**config.mk**
```make
export PLATFORM = sky130hd
export DESIGN_NAME = fifo_with_cancel_by_id
export DESIGN_NICKNAME = d
export VERILOG_FILES = /design/src/rtl/fwc_pkg.sv /design/src/rtl/fifo_with_cancel_by_id.sv /design/src/rtl/fwc_core.sv
export SDC_FILE = /design/constraint.sdc
export NUM_CORES = 1
export LEC_CHECK = 0
export ABC_CLOCK_PERIOD_IN_PS = 13200
export BUFFER_PORTS_ARGS = -buffer_cell sky130_fd_sc_hd__buf_4
export CAP_MARGIN = 20
export CORE_MARGIN = 3
export CORE_UTILIZATION = 45
export DETAILED_ROUTE_END_ITERATION = 7
export PLACE_DENSITY = 0.63
export SYNTH_ARGS = -nofsm -noshare
export SYNTH_HDL_FRONTEND = slang
export SYNTH_SLANG_ARGS = --single-unit
```
**constraint.sdc**
```tcl
create_clock -name clk -period 13.2 [get_ports clk]
set_clock_uncertainty 0.05 [all_clocks]
set_input_delay 2.64 -clock clk [delete_from_list [all_inputs] [get_ports clk]]
set_output_delay 2.64 -clock clk [all_outputs]
set_load 0.02 [all_outputs]
```
**src/rtl/fwc_pkg.sv**
```systemverilog
package fwc_pkg;

	// queue geometry
	localparam int DEPTH    = 16;
	localparam int ID_BITS  = 16;
	localparam int ADDR_W   = (DEPTH > 1) ? $clog2(DEPTH) : 1;
	localparam int CNT_W    = $clog2(DEPTH + 1);

	// fixed port widths
	localparam int KIND_W   = 2;
	localparam int STATUS_W = 2;
	localparam int PORT_ID_W = 16;
	localparam int FILL_W   = 5;

	// operation codes
	localparam logic [KIND_W-1:0] KIND_ENQ    = 2'd0;
	localparam logic [KIND_W-1:0] KIND_DEQ    = 2'd1;
	localparam logic [KIND_W-1:0] KIND_CANCEL = 2'd2;

	// status codes
	localparam logic [STATUS_W-1:0] ST_DONE     = 2'd0;
	localparam logic [STATUS_W-1:0] ST_EMPTY    = 2'd1;
	localparam logic [STATUS_W-1:0] ST_FULL     = 2'd2;
	localparam logic [STATUS_W-1:0] ST_NOTFOUND = 2'd3;

	typedef struct packed {
		logic [KIND_W-1:0]  kind;
		logic [ID_BITS-1:0] id;
	} fwc_cmd_t;

	typedef struct packed {
		logic [STATUS_W-1:0]  status;
		logic [PORT_ID_W-1:0] out_id;
		logic                 head_valid;
		logic [PORT_ID_W-1:0] head_id;
		logic [FILL_W-1:0]    fill_count;
	} fwc_rsp_t;

endpackage

```
**src/rtl/fifo_with_cancel_by_id.sv**
```systemverilog
// channel | handshake           | payload
// --------+---------------------+--------------------------------------------
// in      | in_valid, in_ready  | kind, item_id
// out     | out_valid, out_ready| status, out_id, head_valid, head_id, fill_count
//
// one word at a time: in_ready is high only while the sequencer is idle
// a cancel scans and shifts one entry a cycle, paced by the single
// read port of the slot store
// arst_n clears the sequencer, head index, fill count and output valid flag
// the result sits in an output register, so the next word is taken while it waits
// a stalled output holds the sequencer only once its next result is ready
module fifo_with_cancel_by_id (
	input  logic                         clk,
	input  logic                         arst_n,
	input  logic                         in_valid,
	output logic                         in_ready,
	input  logic [fwc_pkg::KIND_W-1:0]    kind,
	input  logic [fwc_pkg::PORT_ID_W-1:0] item_id,
	output logic                         out_valid,
	input  logic                         out_ready,
	output logic [fwc_pkg::STATUS_W-1:0]  status,
	output logic [fwc_pkg::PORT_ID_W-1:0] out_id,
	output logic                         head_valid,
	output logic [fwc_pkg::PORT_ID_W-1:0] head_id,
	output logic [fwc_pkg::FILL_W-1:0]    fill_count
);
	import fwc_pkg::*;

	fwc_cmd_t    cmd;
	fwc_rsp_t    rsp;
	fwc_rsp_t    out_q;
	logic        out_valid_q;
	logic        core_idle;
	logic        rsp_valid;
	logic        rsp_ready;
	logic [31:0] id_w;

	// item_id is taken modulo the stored id width
	assign id_w     = 32'(item_id);
	assign cmd.kind = kind;
	assign cmd.id   = id_w[ID_BITS-1:0];

	assign in_ready = core_idle;

	// output register takes a result when empty or being drained
	assign rsp_ready = !out_valid_q || out_ready;

	fwc_core u_core (
		.clk       (clk),
		.arst_n    (arst_n),
		.start     (in_valid && in_ready),
		.cmd       (cmd),
		.idle      (core_idle),
		.rsp_valid (rsp_valid),
		.rsp_ready (rsp_ready),
		.rsp       (rsp)
	);

	always_ff @(posedge clk or negedge arst_n) begin
		if (!arst_n) begin
			out_valid_q <= 1'b0;
		end else if (rsp_ready) begin
			out_valid_q <= rsp_valid;
		end
	end

	// payload of the result word, no reset needed
	always_ff @(posedge clk) begin
		if (rsp_valid && rsp_ready) begin
			out_q <= rsp;
		end
	end

	assign out_valid  = out_valid_q;
	assign status     = out_q.status;
	assign out_id     = out_q.out_id;
	assign head_valid = out_q.head_valid;
	assign head_id    = out_q.head_id;
	assign fill_count = out_q.fill_count;

endmodule

```
**src/rtl/fwc_core.sv**
```systemverilog
module fwc_core (
	input  logic             clk,
	input  logic             arst_n,
	input  logic             start,
	input  fwc_pkg::fwc_cmd_t cmd,
	output logic             idle,
	output logic             rsp_valid,
	input  logic             rsp_ready,
	output fwc_pkg::fwc_rsp_t rsp
);
	import fwc_pkg::*;

	localparam logic [2:0] S_IDLE  = 3'd0;
	localparam logic [2:0] S_EXEC  = 3'd1;
	localparam logic [2:0] S_DEQ   = 3'd2;
	localparam logic [2:0] S_SCAN  = 3'd3;
	localparam logic [2:0] S_SHIFT = 3'd4;
	localparam logic [2:0] S_HEAD  = 3'd5;
	localparam logic [2:0] S_RESP  = 3'd6;

	localparam int SUM_W = CNT_W + 1;

	// circular slot store, one read and one write port
	logic [ID_BITS-1:0] mem [DEPTH];
	logic [ID_BITS-1:0] rdata_q;
	logic               rd_en;
	logic [ADDR_W-1:0]  rd_addr;
	logic               wr_en;
	logic [ADDR_W-1:0]  wr_addr;
	logic [ID_BITS-1:0] wr_data;

	logic [2:0]          st_q, st_d;
	logic [ADDR_W-1:0]   head_q, head_d;
	logic [CNT_W-1:0]    count_q, count_d;
	logic [CNT_W-1:0]    k_q, k_d;
	fwc_cmd_t            cmd_q, cmd_d;
	logic [STATUS_W-1:0] status_q, status_d;
	logic [ID_BITS-1:0]  removed_q, removed_d;

	logic [CNT_W-1:0]    scan_pos;
	logic [SUM_W-1:0]    nxt1;
	logic [SUM_W-1:0]    nxt2;
	logic [31:0]         removed_w;
	logic [31:0]         head_w;
	logic [31:0]         count_w;

	// slot index of head plus offset, offset below DEPTH
	function automatic logic [ADDR_W-1:0] wrap_add(input logic [ADDR_W-1:0] base,
			input logic [CNT_W-1:0] off);
		logic [SUM_W-1:0] sum;
		sum = SUM_W'(base) + SUM_W'(off);
		if (sum >= SUM_W'(DEPTH)) begin
			sum = sum - SUM_W'(DEPTH);
		end
		return sum[ADDR_W-1:0];
	endfunction

	// write data is the scanned id on a shift, the command id on enqueue
	assign wr_data = (st_q == S_SHIFT) ? rdata_q : cmd_q.id;

	always_ff @(posedge clk) begin
		if (wr_en) begin
			mem[wr_addr] <= wr_data;
		end
		if (rd_en) begin
			rdata_q <= mem[rd_addr];
		end
	end

	assign scan_pos = k_q - CNT_W'(1);
	assign nxt1     = SUM_W'(scan_pos) + SUM_W'(1);
	assign nxt2     = SUM_W'(k_q) + SUM_W'(2);

	always_comb begin
		st_d      = st_q;
		head_d    = head_q;
		count_d   = count_q;
		k_d       = k_q;
		cmd_d     = cmd_q;
		status_d  = status_q;
		removed_d = removed_q;
		rd_en     = 1'b0;
		rd_addr   = head_q;
		wr_en     = 1'b0;
		wr_addr   = head_q;
		case (st_q)
			S_IDLE: begin
				if (start) begin
					cmd_d     = cmd;
					status_d  = ST_DONE;
					removed_d = '0;
					st_d      = S_EXEC;
				end
			end
			S_EXEC: begin
				case (cmd_q.kind)
					KIND_ENQ: begin
						if (count_q == CNT_W'(DEPTH)) begin
							status_d = ST_FULL;
						end else begin
							wr_en   = 1'b1;
							wr_addr = wrap_add(head_q, count_q);
							count_d = count_q + CNT_W'(1);
						end
						st_d = S_HEAD;
					end
					KIND_DEQ: begin
						if (count_q == '0) begin
							status_d = ST_EMPTY;
							st_d     = S_HEAD;
						end else begin
							rd_en = 1'b1;
							st_d  = S_DEQ;
						end
					end
					KIND_CANCEL: begin
						if (count_q == '0) begin
							status_d = ST_NOTFOUND;
							st_d     = S_HEAD;
						end else begin
							rd_en = 1'b1;
							k_d   = CNT_W'(1);
							st_d  = S_SCAN;
						end
					end
					default: begin
						st_d = S_HEAD;
					end
				endcase
			end
			S_DEQ: begin
				removed_d = rdata_q;
				head_d    = wrap_add(head_q, CNT_W'(1));
				count_d   = count_q - CNT_W'(1);
				st_d      = S_HEAD;
			end
			S_SCAN: begin
				// rdata_q holds the entry at offset k_q - 1
				if (rdata_q == cmd_q.id) begin
					if (nxt1 < SUM_W'(count_q)) begin
						rd_en   = 1'b1;
						rd_addr = wrap_add(head_q, nxt1[CNT_W-1:0]);
						k_d     = scan_pos;
						st_d    = S_SHIFT;
					end else begin
						count_d = count_q - CNT_W'(1);
						st_d    = S_HEAD;
					end
				end else if (k_q < count_q) begin
					rd_en   = 1'b1;
					rd_addr = wrap_add(head_q, k_q);
					k_d     = k_q + CNT_W'(1);
				end else begin
					status_d = ST_NOTFOUND;
					st_d     = S_HEAD;
				end
			end
			S_SHIFT: begin
				// move entry k_q + 1 down into k_q
				wr_en   = 1'b1;
				wr_addr = wrap_add(head_q, k_q);
				k_d     = k_q + CNT_W'(1);
				if (nxt2 < SUM_W'(count_q)) begin
					rd_en   = 1'b1;
					rd_addr = wrap_add(head_q, nxt2[CNT_W-1:0]);
				end else begin
					count_d = count_q - CNT_W'(1);
					st_d    = S_HEAD;
				end
			end
			S_HEAD: begin
				rd_en = (count_q != '0);
				st_d  = S_RESP;
			end
			S_RESP: begin
				if (rsp_ready) begin
					st_d = S_IDLE;
				end
			end
			default: begin
				st_d = S_IDLE;
			end
		endcase
	end

	always_ff @(posedge clk or negedge arst_n) begin
		if (!arst_n) begin
			st_q    <= S_IDLE;
			head_q  <= '0;
			count_q <= '0;
		end else begin
			st_q    <= st_d;
			head_q  <= head_d;
			count_q <= count_d;
		end
	end

	always_ff @(posedge clk) begin
		k_q       <= k_d;
		cmd_q     <= cmd_d;
		status_q  <= status_d;
		removed_q <= removed_d;
	end

	assign removed_w = 32'(removed_q);
	assign head_w    = (count_q != '0) ? 32'(rdata_q) : 32'd0;
	assign count_w   = 32'(count_q);

	assign idle      = (st_q == S_IDLE);
	assign rsp_valid = (st_q == S_RESP);

	always_comb begin
		rsp.status     = status_q;
		rsp.out_id     = removed_w[PORT_ID_W-1:0];
		rsp.head_valid = (count_q != '0);
		rsp.head_id    = head_w[PORT_ID_W-1:0];
		rsp.fill_count = count_w[FILL_W-1:0];
	end

endmodule

```
==> results of run 1 <==
==> per-stage QoR <==
| step | utilization (%) | cell area [um^2] |
|---|---|---|
| 2_1_floorplan | - | 16070 |
| 3_3_place_gp | 48.81 | 17030 |
| 3_5_place_dp | 48.84 | 17040 |
| 4_1_cts | 52.20 | 18210 |
| 5_1_grt | 52.20 | 18210 |
| 6_report | 52.20 | 18210 |
==> sequential cells by signal, indices dropped and copies added (netlist names) <==
name and cells:
u_core.cmd_q 18, out_id 16, u_core.mem 256, u_core.removed_q 16, head_id 16, u_core.head_q 4, u_core.status_q 2, u_core.rdata_q 16
u_core.st_q 3, fill_count 5, u_core.k_q 5, status 2, out_valid 1, u_core.count_q 5, head_valid 1
==> final timing paths <==
check | to | slack, ps | depth (start not counted) | startpoint
max | u_core.rdata_q[7] | 7820 | 16 | u_core.k_q[1]
min | out_id[8] | 370 | 0 | u_core.removed_q[8]
max reg2reg | u_core.rdata_q[7] | 7820 | 16 | u_core.k_q[1]
min reg2reg | out_id[8] | 370 | 0 | u_core.removed_q[8]
max in group asynchronous | out_valid | 11030 | 1 | arst_n
min in group asynchronous | u_core.count_q[1] | 1900 | 1 | arst_n
==> metal layers <==
metal | GRT usage (%) | share of wire [%] | routed length [um] | up-vias
li1 | - | - | - | 4093
met1 | 25.80 | 47 | 15770 | 4388
met2 | 27.91 | 46 | 15700 | 260
met3 | 2.843 | 5.3 | 1784 | 48
met4 | 4.225 | 1.9 | 653 | 0
met5 | 0 | 0 | 0 | -
==> layout make-up <==
| cell class | instances | area share [%] |
|---|---|---|
| clock buffers | 46 | 5.209 |
| repair buffers | 87 | 3.676 |
| well taps | 455 | 3.127 |
| inverters | 16 | 0.3298 |
| clock inverters | 20 | 1.230 |
| multi-input cells | 606 | 26.43 |
| flip-flops and latches | 366 | 60.00 |
==> synth_stat cells, types with 7 or more instances <==
library cell | instances | share of area (%)
edfxtp_1 | 353 | 66
mux2i_1 | 143 | 8.9
nand2_1 | 75 | 1.8
nor2_1 | 38 | 0.89
and2_1 | 36 | 1.4
ha_1 | 34 | 2.6
xnor2_1 | 34 | 1.9
o22ai_1 | 24 | 0.93
a21oi_1 | 21 | 0.65
o21ai_0 | 20 | 0.62
a22o_1 | 16 | 0.87
inv_1 | 16 | 0.37
mux2_2 | 16 | 1.1
o2bb2ai_1 | 15 | 0.82
clkbuf_1 | 14 | 0.33
dfrtp_1 | 13 | 2.0
nor3_2 | 13 | 0.81
buf_6 | 11 | 0.77
nor3_1 | 11 | 0.34
buf_4 | 10 | 0.47
xor2_1 | 8 | 0.44
nand2b_1 | 7 | 0.27
==> worst register-to-register path, cell delays in order, from the launching register on <==
cell      delay, ps
edfxtp_1        540
inv_1           250
ha_1            280
a21boi_2        170
xnor2_2         190
nor3b_1         260
xnor2_1         150
ha_1            260
o211a_1         160
a221oi_4        400
and2_2          260
o21ai_1         140
a221oi_4        290
buf_4           600
nor3b_4         790
a22o_1          290
nor3_2           50
==> kinds of logic after synthesis <==
logic type	after synthesis	share of synthesized area, %
flip-flops	366	68.00
multiplexers	160	10.10
AND/OR/NAND/NOR	221	7.429
buffers and inverters	59	2.173
AO/OA/AOI/OAI	143	6.627
XOR/XNOR	44	2.531
adder cells (fa/ha/maj)	38	3.146
==> flow_metrics.env, run 1 <==
export IMPL_layout_common_cells="353 x edfxtp_1, 143 x mux2i_1, 85 x buf_4"
export IMPL_cts_resized=0
export IMPL_grt_ovfl_total=0
export IMPL_grt_pass1_vias=8653
export IMPL_core_mm2=0.03488
export IMPL_cts_hold_fix_buffers=0
export IMPL_die_h_um=195.0
export IMPL_initial_core_util_pct=46.06
export IMPL_regArea_mm2=0.01093
export IMPL_portBuffers=63
export IMPL_postRouteAntennaNets=0
export IMPL_yosysUniqueCellTypes=73
export IMPL_hold_class="reg2reg"
export IMPL_synthFlopType="edfxtp_1"
export IMPL_start_kind="register"
export IMPL_multi_input_area_mm2=0.004812
export IMPL_cts_htree_levels=2
export IMPL_vias_per_cell=5.507
export IMPL_worstPathCellList="inv_1, ha_1, a21boi_2, xnor2_2, nor3b_1, xnor2_1, ha_1, o211a_1, a221oi_4, and2_2, o21ai_1, a221oi_4, buf_4, nor3b_4, a22o_1, nor3_2"
export IMPL_wl_per_cell_um=21.24
export IMPL_diodes=0
export IMPL_tightest_slew_ps=1094
export IMPL_drive_above_1_share_pct=16.56
export IMPL_required_ps=13400
export IMPL_firstDrtPassIters=6
export IMPL_numClockSinks=366
export IMPL_drt_iter0_drc=854
export IMPL_io_pins=64
export IMPL_synth_edf_count=353
export IMPL_finalNonFillerCells=1596
export IMPL_clk_latency_ps=520
export IMPL_critPathKind="reg2reg"
export IMPL_drc_errors=0
export IMPL_ys_seq_area_share_pct=68.00
export IMPL_drv_cap=0
export IMPL_die_width_um=195.0
export IMPL_dp_cells=1530
export IMPL_fin_ws_ps=7817
export IMPL_grt_pass1_wl_mm=52.10
export IMPL_finish_net_count=1173
export IMPL_path_clk_slew_ps=60
export IMPL_drv_slew=0
export IMPL_antenna_found_initial=0
export IMPL_worst_path_max_delay_cell="nor3b_4"
export IMPL_tritoncts="done"
export IMPL_setup_tns_ps=0
export IMPL_crit_family="compound AO/OA/AOI/OAI gates"
export IMPL_ys_ff_latch=366
export IMPL_yosysWarnings=0
export IMPL_rsz0062_at_grt="false"
export IMPL_cp_num_buf_inv=2
export IMPL_setup_viol=0
export IMPL_synthesis_area_mm2=0.01607
export IMPL_dieArea_mm2=0.03801
export IMPL_post_route_min_period_ps=5383
export IMPL_dp_worst_setup_slack_ps=7783
export IMPL_cts_buffer_depth=3
export IMPL_cp_max_fo=40
export IMPL_vias=8789
export IMPL_final_hold_violation_count=0
export IMPL_synth_nets=1091
export IMPL_arrival_ps=5590
export IMPL_synth_async_reset_ratio_pct=3.552
export IMPL_min_period_over_period_pct=40.78
export IMPL_numCtsBuffers=36
export IMPL_area_growth_pct=13.32
export IMPL_netlist_instances=1031
export IMPL_layout_commonest_cell="edfxtp_1"
export IMPL_worst_setup_path_end_kind="register"
export IMPL_fmax_ghz=0.1858
export IMPL_grt_usage_pct=17.63
export IMPL_dp_hpwl_mm=21.61
export IMPL_cts_root_buf="clkbuf_16"
export IMPL_whs_ps=366.6
export IMPL_critPathMaxStageDelay_ps=770
export IMPL_grt_max_degree=131
export IMPL_outcome="completed"
export IMPL_avgSynthCellArea_um2=15.58
export IMPL_cts_setup_buffers=0
export IMPL_place_congestion=0.8548
export IMPL_rows=68
export IMPL_fill_cells=2839
export IMPL_maxSlewHeadroom_pct=26.98
export IMPL_wirelength_mm=33.90
Power of run 1 is not shown: default switching activity piles up to over one toggle a cycle in this logic, so the estimate is an artifact.
==> run 2: changes to the inputs <==
--- a/config.mk
+++ b/config.mk
@@ -5,13 +5,14 @@
 export SDC_FILE = /design/constraint.sdc
 export NUM_CORES = 1
 export LEC_CHECK = 0
-export ABC_CLOCK_PERIOD_IN_PS = 13200
+export ABC_AREA = 1
+export ABC_CLOCK_PERIOD_IN_PS = 4400
 export BUFFER_PORTS_ARGS = -buffer_cell sky130_fd_sc_hd__buf_4
 export CAP_MARGIN = 20
 export CORE_MARGIN = 3
 export CORE_UTILIZATION = 45
 export DETAILED_ROUTE_END_ITERATION = 7
-export PLACE_DENSITY = 0.63
+export PLACE_DENSITY = 0.65
 export SYNTH_ARGS = -nofsm -noshare
 export SYNTH_HDL_FRONTEND = slang
 export SYNTH_SLANG_ARGS = --single-unit
==> constraint.sdc (replaced) <==
create_clock -name clk -period 4.4 [get_ports clk]
set_clock_uncertainty 0.05 [all_clocks]
set_input_delay 0.88 -clock clk [delete_from_list [all_inputs] [get_ports clk]]
set_output_delay 0.88 -clock clk [all_outputs]
set_load 0.02 [all_outputs]
==> run 2 against run 1 <==
- wire length rose by 22%
- register-to-register slack worse by 7300 ps
- area after synthesis is 5.7% higher
- first-iteration DRC count grew 27%
- setup slack got worse by 7300 ps
- highest routed layer unchanged
- via count increased by 33%
- critical path depth grew 4
==> flow_metrics.env, run 2 <==
export IMPL_cts_resized=0
export IMPL_worst_path_max_delay_cell="edfxtp_1"
export IMPL_final_hold_violation_count=0
export IMPL_yosysWarnings=0
export IMPL_cts_htree_levels=2
export IMPL_stdcell_area_mm2=0.01950
export IMPL_rsz0062_at_grt="false"
export IMPL_die_h_um=200.3
export IMPL_arrival_ps=4170
export IMPL_worst_setup_path_end_kind="register"
export IMPL_start_kind="register"
export IMPL_portBuffers=63
export IMPL_vias=11695
export IMPL_setup_tns_ps=0
export IMPL_postRouteAntennaNets=0
export IMPL_largest_register_ffs=256
export IMPL_outcome="completed"
export IMPL_post_route_min_period_ps=3929
export IMPL_regArea_mm2=0.01093
export IMPL_synth_edf_count=353
export IMPL_avgSynthCellArea_um2=10.50
export IMPL_core_mm2=0.03687
export IMPL_wirelength_mm=41.41
export IMPL_cts_root_buf="clkbuf_16"
export IMPL_antenna_found_initial=0
export IMPL_multi_input_area_mm2=0.004771
export IMPL_initial_core_util_pct=46.05
export IMPL_finalNonFillerCells=2234
export IMPL_cts_setup_buffers=0
export IMPL_drv_slew=0
export IMPL_maxSlewHeadroom_pct=31.31
export IMPL_critical_path_startpoint="u_core.k_q[1]"
export IMPL_grt_max_degree=77
export IMPL_required_ps=4640
export IMPL_finish_net_count=1765
export IMPL_reg_top3="u_core.mem x256, u_core.cmd_q x18"
export IMPL_cts_hold_fix_buffers=0
export IMPL_setup_viol=0
export IMPL_numCtsBuffers=39
export IMPL_layout_commonest_cell="edfxtp_1"
export IMPL_drv_cap=0
export IMPL_fmax_ghz=0.2545
export IMPL_clk_latency_ps=540
export IMPL_path_clk_slew_ps=60
export IMPL_dp_cells=2168
export IMPL_whs_ps=126.5
export IMPL_layout_common_cells="353 x edfxtp_1, 333 x nand2_1, 306 x nand3_1"
export IMPL_critPathMaxStageDelay_ps=460
export IMPL_tritoncts="done"
export IMPL_hold_class="in2async"
export IMPL_grt_pass1_vias=11220
export IMPL_postPlaceCellArea_mm2=0.01827
export IMPL_numClockSinks=366
export IMPL_grt_ovfl_total=0
export IMPL_ys_seq_area_share_pct=64.34
export IMPL_synthTopCellsByCount="353 x edfxtp_1, 337 x nand2_1, 306 x nand3_1, 250 x inv_1, 73 x nor2_1"
export IMPL_grt_pass1_wl_mm=64.53
export IMPL_cts_buffer_depth=3
export IMPL_top_register="u_core.mem"
export IMPL_synth_nets=1678
export IMPL_drt_iter0_drc=1085
export IMPL_synth_top_area_share_pct=62.42
export IMPL_firstDrtPassIters=6
export IMPL_synthFlopType="edfxtp_1"
export IMPL_crit_family="simple AND/OR/NAND/NOR gates"
export IMPL_wl_per_cell_um=18.54
export IMPL_dieArea_mm2=0.04010
export IMPL_min_period_over_period_pct=89.30
export IMPL_cp_num_buf_inv=4
export IMPL_grt_usage_pct=20.31
export IMPL_yosysUniqueCellTypes=44
export IMPL_tightest_slew_ps=1028
export IMPL_rows=70
export IMPL_vias_per_cell=5.235
export IMPL_io_pins=64
export IMPL_die_width_um=200.3
export IMPL_synthesis_area_mm2=0.01698
export IMPL_worstPathCellList="buf_4, ha_1, xnor2_1, inv_1, ha_1, a21oi_1, o21bai_1, inv_1, nand2_1, o21ai_0, a21oi_1, nor2_1, nand2_4, nand2_4, buf_4, nand2_1, nand3_1, nand3_1, nand3_1, nand2_1"
export IMPL_cp_max_fo=29
export IMPL_ys_ff_latch=366
export IMPL_fill_cells=3152
export IMPL_synthTopCellsByArea="edfxtp_1 62%, nand3_1 9.0%, nand2_1 7.4%"
export IMPL_synth_async_reset_ratio_pct=3.552
export IMPL_netlist_instances=1618
export IMPL_r2r_start="u_core.k_q[1]"
export IMPL_yosysMostFrequentCell="edfxtp_1"
export IMPL_diodes=0
export IMPL_critPathKind="reg2reg"
export IMPL_place_congestion=0.9010
export IMPL_dp_hpwl_mm=25.89
export IMPL_drive_above_1_share_pct=11.85
export IMPL_yosys_area_top_type="edfxtp_1"
export IMPL_area_growth_pct=14.82
export IMPL_drc_errors=0
==> run 2: cell types whose count changed after synthesis, moves of 29 or more <==
| cell | change |
|---|---|
| inv_1 | +234 |
| buf_2 | +29 |
| nand2_1 | +262 |
| mux2i_1 | -143 |
| nor2_1 | +35 |
| and2_1 | -36 |
| nand3b_1 | +33 |
| nand3_1 | +304 |
==> run 2: path summary, 6_finish.rpt <==
check                           depth (start not counted)                end  slack (ps)
worst max-delay path                                   20  u_core.rdata_q[6]         470
worst min-delay path                                    1   u_core.head_q[3]         130
worst max register to register                         20  u_core.rdata_q[6]         470
worst min register to register                          0          out_id[8]         370
max in group asynchronous                               1          out_valid        4000
min in group clk                                        0          out_id[8]         370
==> run 2: cells by family (layout without fill, tap and decap cells) <==
family                   after synthesis  after routing  synth area share [%]
AND/OR/NAND/NOR                      772            772                 20.46
flip-flops                           366            366                 64.34
XOR/XNOR                              34             34                 1.754
adder cells (fa/ha/maj)               38             38                 2.977
buffers and inverters                332            444                 7.906
AO/OA/AOI/OAI                         76             76                 2.564
==> run 2: cell type report <==
| type | instances | area share, % |
|---|---|---|
| clock buffers | 49 | 5.410 |
| clock inverters | 17 | 0.8792 |
| well taps | 504 | 3.234 |
| multi-input cells | 920 | 24.47 |
| inverters | 258 | 4.967 |
| repair buffers | 120 | 5.005 |
| flip-flops and latches | 366 | 56.04 |
==> run 2: per-layer routing <==
metal	up-vias	part of all wire [%]	global-route usage [%]
met5	-	0	0
met3	77	6.5	3.039
met4	0	2.6	6.299
met1	5614	44	28.66
li1	5573	-	-
met2	431	47	32.79
==> run 2: stage by stage <==
stage | setup WS, ps | utilization, %
after floorplan | 939.1 | -
after global placement | 520.1 | 49.55
after detailed placement | 487.8 | 49.55
after CTS | 467.6 | 52.88
after global routing | 108.9 | 52.88
final | 470.8 | 52.88
Power of run 2 is left out for the same reason.
==> run 3: changes to the inputs <==
--- a/config.mk
+++ b/config.mk
@@ -11,8 +11,11 @@
 export CAP_MARGIN = 20
 export CORE_MARGIN = 3
 export CORE_UTILIZATION = 45
+export CTS_BUF_LIST = sky130_fd_sc_hd__clkbuf_4 sky130_fd_sc_hd__clkbuf_8
 export DETAILED_ROUTE_END_ITERATION = 7
 export PLACE_DENSITY = 0.65
+export RECOVER_POWER = 100
 export SYNTH_ARGS = -nofsm -noshare
 export SYNTH_HDL_FRONTEND = slang
 export SYNTH_SLANG_ARGS = --single-unit
+export TNS_END_PERCENT = 20
==> run 3 against run 2 <==
- the run now ends with max-capacitance violations, max-slew violations left
- non-clock buffer count up 1
- design area down 2.5%
- final cell count up 1.7%
- fmax down 4.2%
- global-route usage up 0.18 points
- first-iteration DRC count down 0.74%
- critical path type unchanged
- sequential share of layout area up 1.4 points
- wire length up 0.50%
- sequential cell count unchanged
- critical endpoint is now u_core.mem[8][9]
==> flow_metrics.env, run 3 (same netlist as run 2, synthesis figures left out) <==
export IMPL_grt_pass1_wl_mm=64.64
export IMPL_core_mm2=0.03687
export IMPL_violations="max-capacitance violations, max-slew violations"
export IMPL_critical_path_startpoint="u_core.st_q[1]"
export IMPL_critPathKind="reg2reg"
export IMPL_final_hold_violation_count=0
export IMPL_cts_htree_levels=2
export IMPL_reg_top3="u_core.mem x256, u_core.cmd_q x18"
export IMPL_portBuffers=63
export IMPL_wirelength_mm=41.62
export IMPL_dieArea_mm2=0.04010
export IMPL_required_ps=4670
export IMPL_arrival_ps=4370
export IMPL_die_h_um=200.3
export IMPL_setup_viol=0
export IMPL_area_growth_pct=11.97
export IMPL_finalNonFillerCells=2273
export IMPL_vias_per_cell=5.197
export IMPL_finish_net_count=1784
export IMPL_hp_start="u_core.removed_q[8]"
export IMPL_drv_cap=1
export IMPL_cp_max_fo=9
export IMPL_worstPathCellList="inv_1, nand2_1, nor2_1, inv_1, nor2_1, inv_1, nand2_1, inv_1, a221oi_1, nand2_1, nor2_1, clkbuf_2"
export IMPL_numClockSinks=366
export IMPL_reg2reg_to="u_core.mem[8][9]"
export IMPL_wl_per_cell_um=18.31
export IMPL_dp_cells=2168
export IMPL_io_pins=64
export IMPL_worst_path_max_delay_cell="nor2_1"
export IMPL_firstDrtPassIters=5
export IMPL_drive_above_1_share_pct=8.479
export IMPL_postRouteAntennaNets=0
export IMPL_reg2reg_depth=12
export IMPL_path_common_cell="inv_1"
export IMPL_grt_max_degree=77
export IMPL_grt_ovfl_total=0
export IMPL_cts_buffer_depth=3
export IMPL_top_register="u_core.mem"
export IMPL_setup_tns_ps=0
export IMPL_drv_slew=41
export IMPL_crit_family="simple AND/OR/NAND/NOR gates"
export IMPL_tightest_slew_ps=2951
export IMPL_place_congestion=0.9010
export IMPL_rsz0062_at_grt="false"
export IMPL_worst_setup_path_end_kind="register"
export IMPL_dp_hpwl_mm=25.89
export IMPL_clk_latency_ps=660
export IMPL_reg2reg_slack_ps=300
export IMPL_layout_common_cells="353 x edfxtp_1, 333 x nand2_1, 306 x nand3_1"
export IMPL_fmax_ghz=0.2438
export IMPL_grt_usage_pct=20.49
export IMPL_antenna_found_initial=0
export IMPL_cp_num_buf_inv=5
export IMPL_endpoint="u_core.mem[8][9]"
export IMPL_diodes=0
export IMPL_crit_cells=12
export IMPL_cts_root_buf="clkbuf_8"
export IMPL_critPathMaxStageDelay_ps=870
export IMPL_largest_register_ffs=256
export IMPL_grt_pass1_vias=11299
export IMPL_numCtsBuffers=57
export IMPL_hold_class="reg2reg"
export IMPL_utilization_pct=51.57
export IMPL_rows=70
export IMPL_layout_commonest_cell="edfxtp_1"
export IMPL_tritoncts="done"
export IMPL_die_width_um=200.3
export IMPL_drt_iter0_drc=1077
export IMPL_start_kind="register"
export IMPL_drc_errors=0
export IMPL_fill_cells=3312
export IMPL_maxSlewHeadroom_pct=-97.43
export IMPL_outcome="complete, but fails checks"
export IMPL_r2r_start="u_core.st_q[1]"
export IMPL_cts_setup_buffers=0
export IMPL_post_route_min_period_ps=4101
export IMPL_vias=11812
export IMPL_initial_core_util_pct=46.05
export IMPL_min_period_over_period_pct=93.20
export IMPL_path_clk_slew_ps=70
==> run 3: cell count changes in the layout (fill, tap and decap cells not counted), moves of 4 or more <==
cell,before,now
clkbuf_2,0,6
clkbuf_8,2,59
clkbuf_4,0,34
nor2_2,8,4
clkbuf_16,40,0
buf_4,114,12
clkinv_1,6,18
nor2_1,68,74
clkbuf_1,7,80
==> run 3: stage by stage <==
stage               area, um^2  hold slack, ps  setup WS (ps)
CTS                      19370           318.1          465.4
finish                   19010           367.7          299.0
global placement         18270           353.6          520.1
detailed placement       18270           355.2          487.8
global route             19010           346.5          53.54
floorplan                16980           350.3          939.1
==> run 3: area by class of cell <==
type	count	area [um^2]	area share, %
Inverter	258	968.4	5.093
Sequential cell	366	10930	57.46
Clock inverter	28	153.9	0.8094
Tap cell	504	630.6	3.316
Clock buffer	76	939.7	4.942
Multi-Input combinational cell	920	4738	24.92
Timing Repair Buffer	121	658.1	3.461
==> run 3: how the worst min path moves through the flow <==
stage | endpoint | cells past startpoint
after global placement | out_id[8] | 0
after global routing | u_core.cmd_q[11] | 1
final | out_id[8] | 0
after detailed placement | out_id[8] | 0
after CTS | u_core.cmd_q[7] | 1
after floorplan | out_id[0] | 0
==> run 3: repair_timing <==
item,in CTS,in global routing
resized for setup,0,0
endpoints found under the hold margin,13,0
hold buffers,1,0
==> run 3: worst register-to-register path: stages, from the launching register on <==
cell	delay (ps)
dfrtp_1	420
inv_1	150
nand2_1	90
nor2_1	300
inv_1	220
nor2_1	270
inv_1	100
nand2_1	60
inv_1	70
a221oi_1	480
nand2_1	230
nor2_1	870
clkbuf_2	450
==> run 3: layer usage <==
metal	track usage (%)	up-vias	routed length, um
li1	-	5635	-
met1	28.48	5618	17960
met2	32.51	456	19270
met3	4.274	103	3159
met4	6.700	0	1221
met5	0	-	0
Power of run 3 is left out for the same reason.
